==> config.mk <==
export PLATFORM = sky130hd
export DESIGN_NAME = lsfa_ram
export DESIGN_NICKNAME = d
export VERILOG_FILES = /design/src/design/lsfa_ram.sv
export SDC_FILE = /design/constraint.sdc
export NUM_CORES = 1
export LEC_CHECK = 0
export ABC_AREA = 1
export BUFFER_PORTS_ARGS = -buffer_cell sky130_fd_sc_hd__buf_4
export CAP_MARGIN = 40
export CELL_PAD_IN_SITES_DETAIL_PLACEMENT = 1
export CELL_PAD_IN_SITES_GLOBAL_PLACEMENT = 1
export CORE_UTILIZATION = 46
export DETAILED_ROUTE_END_ITERATION = 6
export PLACE_DENSITY = 0.77
export SETUP_SLACK_MARGIN = 0.02
export SYNTH_ARGS = -nofsm -noshare
export SYNTH_HDL_FRONTEND = slang
export SYNTH_SLANG_ARGS = --single-unit
==> constraint.sdc <==
create_clock -name clk -period 6 [get_ports clk]
set_clock_uncertainty 0.15 [all_clocks]
set_input_delay 1.8 -clock clk [delete_from_list [all_inputs] [get_ports clk]]
set_output_delay 1.8 -clock clk [all_outputs]
set_load 0.01 [all_outputs]
==> src/design/lsfa_ram.sv <==
// ----------------------------------------------------------------------------
// lsfa_ram - generic single port RAM
// One access per cycle, a read plus an optional write, read data registered.
// ----------------------------------------------------------------------------
module lsfa_ram #(
    parameter int WIDTH = 8,
    parameter int DEPTH = 16
) (
    input  logic                     clk,
    input  logic                     we,
    input  logic [$clog2(DEPTH)-1:0] addr,
    input  logic [WIDTH-1:0]         wdata,
    output logic [WIDTH-1:0]         rdata
);

    logic [WIDTH-1:0] mem [DEPTH];

    // Write and registered read
    always_ff @(posedge clk)
    begin
        if (we)
        begin
            mem[addr] <= wdata;
        end
        rdata <= mem[addr];
    end

endmodule

==> key figures <==
Outcome
  • Status: finished with violations
  • Failing checks: design-rule violations

Cells and area
  • Fill count: 1270
  • Reg area: 0.00400 mm²
  • Share of cells above drive strength 1: 9.28%
  • Area taken by multi-input logic gates: 0.00139 mm²
  • Area grow syn2layout: 15.9%
  • Final-stage net count: 583
  • Diode count: 0
  • Layout Utilization: 55.8%

Synth
  • Xor/xnor share of the synthesized area: 0%
  • Yosys reg bits: 136
  • Compound-Gate Fraction of Synth Area: 0%
  • Synth warnings: 0
  • Post-Synthesis Cell Area: 0.00559 mm²
  • Post-synthesis mux area share: 0%
  • Netlist cell types: 11
  • Synth Net Count: 562
  • Largest family of logic cells by synthesized area: simple AND/OR/NAND/NOR gates
  • Syn_area_per_cell: 10.2 µm²
  • Post-synthesis simple-gate area fraction: 24.8%
  • Mapped Cells: 548
  • Adder-Cell Fraction of Synth Area: 0%
  • Post-synthesis sequential area ratio: 71.6%

GRT
  • First-pass GRT wire length: 21500 µm
  • Total track usage: 23.7%
  • Largest net degree at the start of global routing: 68
  • Antenna violations before repair: 0
  • Total grt overflow: 0
  • Number of global-route vias before repair: 3958

Timing
  • Slew Viols, Final: 0
  • Final setup fails: 0
  • Slew headroom: 49.5%
  • Tcrit/Tclk final: 64.7%
  • Final hold vios: 0
  • RSZ-0062 raised after global routing: false
  • Min Clock Period, post-route: 3880 ps
  • Measured slew at the worst slew-check pin: 755 ps
  • Setup_tns: 0 ps
  • FMAX: 258 MHz

Clock tree
  • Setup bufs post-CTS: 0
  • Clk pin slew, worst setup/hold paths: 60 ps
  • CTS max path bufs: 2
  • Worst skew pair latency: 420 ps
  • Clock tree sinks: 136
  • CTS tree: built
  • Total CTS buffers: 17
  • Post-CTS resize count: 0
  • Clock H-tree levels: 4
  • Hold-fix buffers, CTS: 0
  • CTS root buffer: clkbuf_16

Job
  • Max Cap Viol: 0

Placed design
  • DP HPWL: 8400 µm
  • Final GP Congestion: 0.811
  • PortBufs: 21

Detailed routing
  • DRC Markers: 1
  • Metal-1 WL: 5990 µm
  • Post-DRT Antenna Nets: 0
  • WL met2: 6580 µm
  • Detailed Route WL: 13500 µm
  • Highest metal used: met4
  • Drt wl/cell: 18.6 µm
  • DR vias: 3678
  • Drt via density: 5.07
  • DRT iter0 DRCs: 184
  • Routed length on met3: 636 µm
  • First-pass DRT Iterations: 6

Power and ir drop
  • Leak Pwr: 2.78 nW
  • VDD IR max: 0.000246 V
  • Pwr dens: 359 mW/mm²

Setup path
  • CP peak stage delay: 600 ps
  • Worst path cell trace: buf_4 -> inv_2 -> buf_12 -> nand3_1 -> nor2_1
  • Crit path launch type: input pin
  • Crit Path Class: input pin to flop
  • Worst path slowest cell: nor2_1
  • Reg2reg setup slack: 4760 ps
  • Crit end category: flop
  • CP Data Arrival Time: 3790 ps
  • Crit path max fanout: 67
  • Critical Path RT: 5910 ps

Floorplanning
  • IO Pins: 22
  • Starting density of the core: 48.2%
  • Core area: 0.0116 mm²
  • Die span in x: 112 µm
  • Die Area: 0.0126 mm²
  • Chip Height: 112 µm
  • Row Count: 39

Min path
  • Worst Hold Class: flop to flop
synth_stat cells (all sizes together):
| cell type | instances | area (µm²) |
|---|---|---|
| nor2 | 18 | 67.6 |
| edfxtp | 128 | 3840 |
| nand3 | 4 | 20.0 |
| buf | 18 | 105 |
| nand2 | 346 | 1300 |
| clkbuf | 3 | 11.3 |
| clkinv | 1 | 3.75 |
| dfxtp | 8 | 160 |
| inv | 22 | 82.6 |
kinds of logic after synthesis:
kind of cell / count (synthesis)
buffers and inverters: 44
flip-flops: 136
AND/OR/NAND/NOR: 368
report_power, final:
| part | total (mW) | switching, mW | internal [mW] |
|---|---|---|---|
| registers | 1.07 | 0.00629 | 1.06 |
| logic | 0.135 | 0.0966 | 0.0385 |
| clock network | 1.12 | 0.376 | 0.748 |
worst paths after layout:
check	start	end	cells after the start
setup / recovery	addr[0]	mem[0][4]	5
hold / removal	mem[12][3]	rdata[3]	8
setup reg to reg	mem[7][4]	rdata[4]	8
hold reg to reg	mem[12][3]	rdata[3]	8
worst max-delay path, delay by kind of cell:
kind | cells | cell delay (ps)
AND/OR/NAND/NOR | 2 | 880
buffers and inverters | 3 | 1050
metal layers:
metal	GRT usage, %	vias to the layer above
met5	0	-
met4	9.42	0
met3	5.83	20
met2	39.6	71
met1	29.9	1795
li1	-	1792
area by class of cell:
type	count	share of cell area (%)
clock buffer	24	7.74
sequential	136	61.8
clock inverter	8	2.16
multi-input combinational	368	21.4
tap	143	2.76
inverter	23	1.33
timing repair buffer	23	2.86
layout by cell type, fill, tap and decap left out:
cell / Yosys / routed
buf_12: 0 / 1
buf_4: 6 / 22
bufinv_16: 0 / 4
clkbuf_1: 3 / 2
clkbuf_16: 0 / 17
clkbuf_8: 0 / 5
clkinv_1: 1 / 1
clkinv_2: 0 / 4
dfxtp_1: 8 / 8
edfxtp_1: 128 / 128
inv_1: 21 / 21
inv_2: 1 / 1
nand2_1: 346 / 346
nand3_1: 4 / 4
nor2_1: 18 / 18
sequential cells by signal (all words and copies together) (netlist names):
signal,cells
rdata,8
mem,128
through the flow:
stage	power [mW]	hold slack [ps]	instance area (µm²)	cells	setup WS [ps]
4_1_cts	2.34	577	6480	725	2140
6_report	2.33	577	6480	725	2120
5_1_grt	2.39	650	6480	725	2000
2_1_floorplan	1.16	493	5590	548	2670
3_3_place_gp	1.22	547	5820	692	1420
3_5_place_dp	1.22	566	5840	693	1710
No activity file was read; power rests on OpenSTA's default activity.
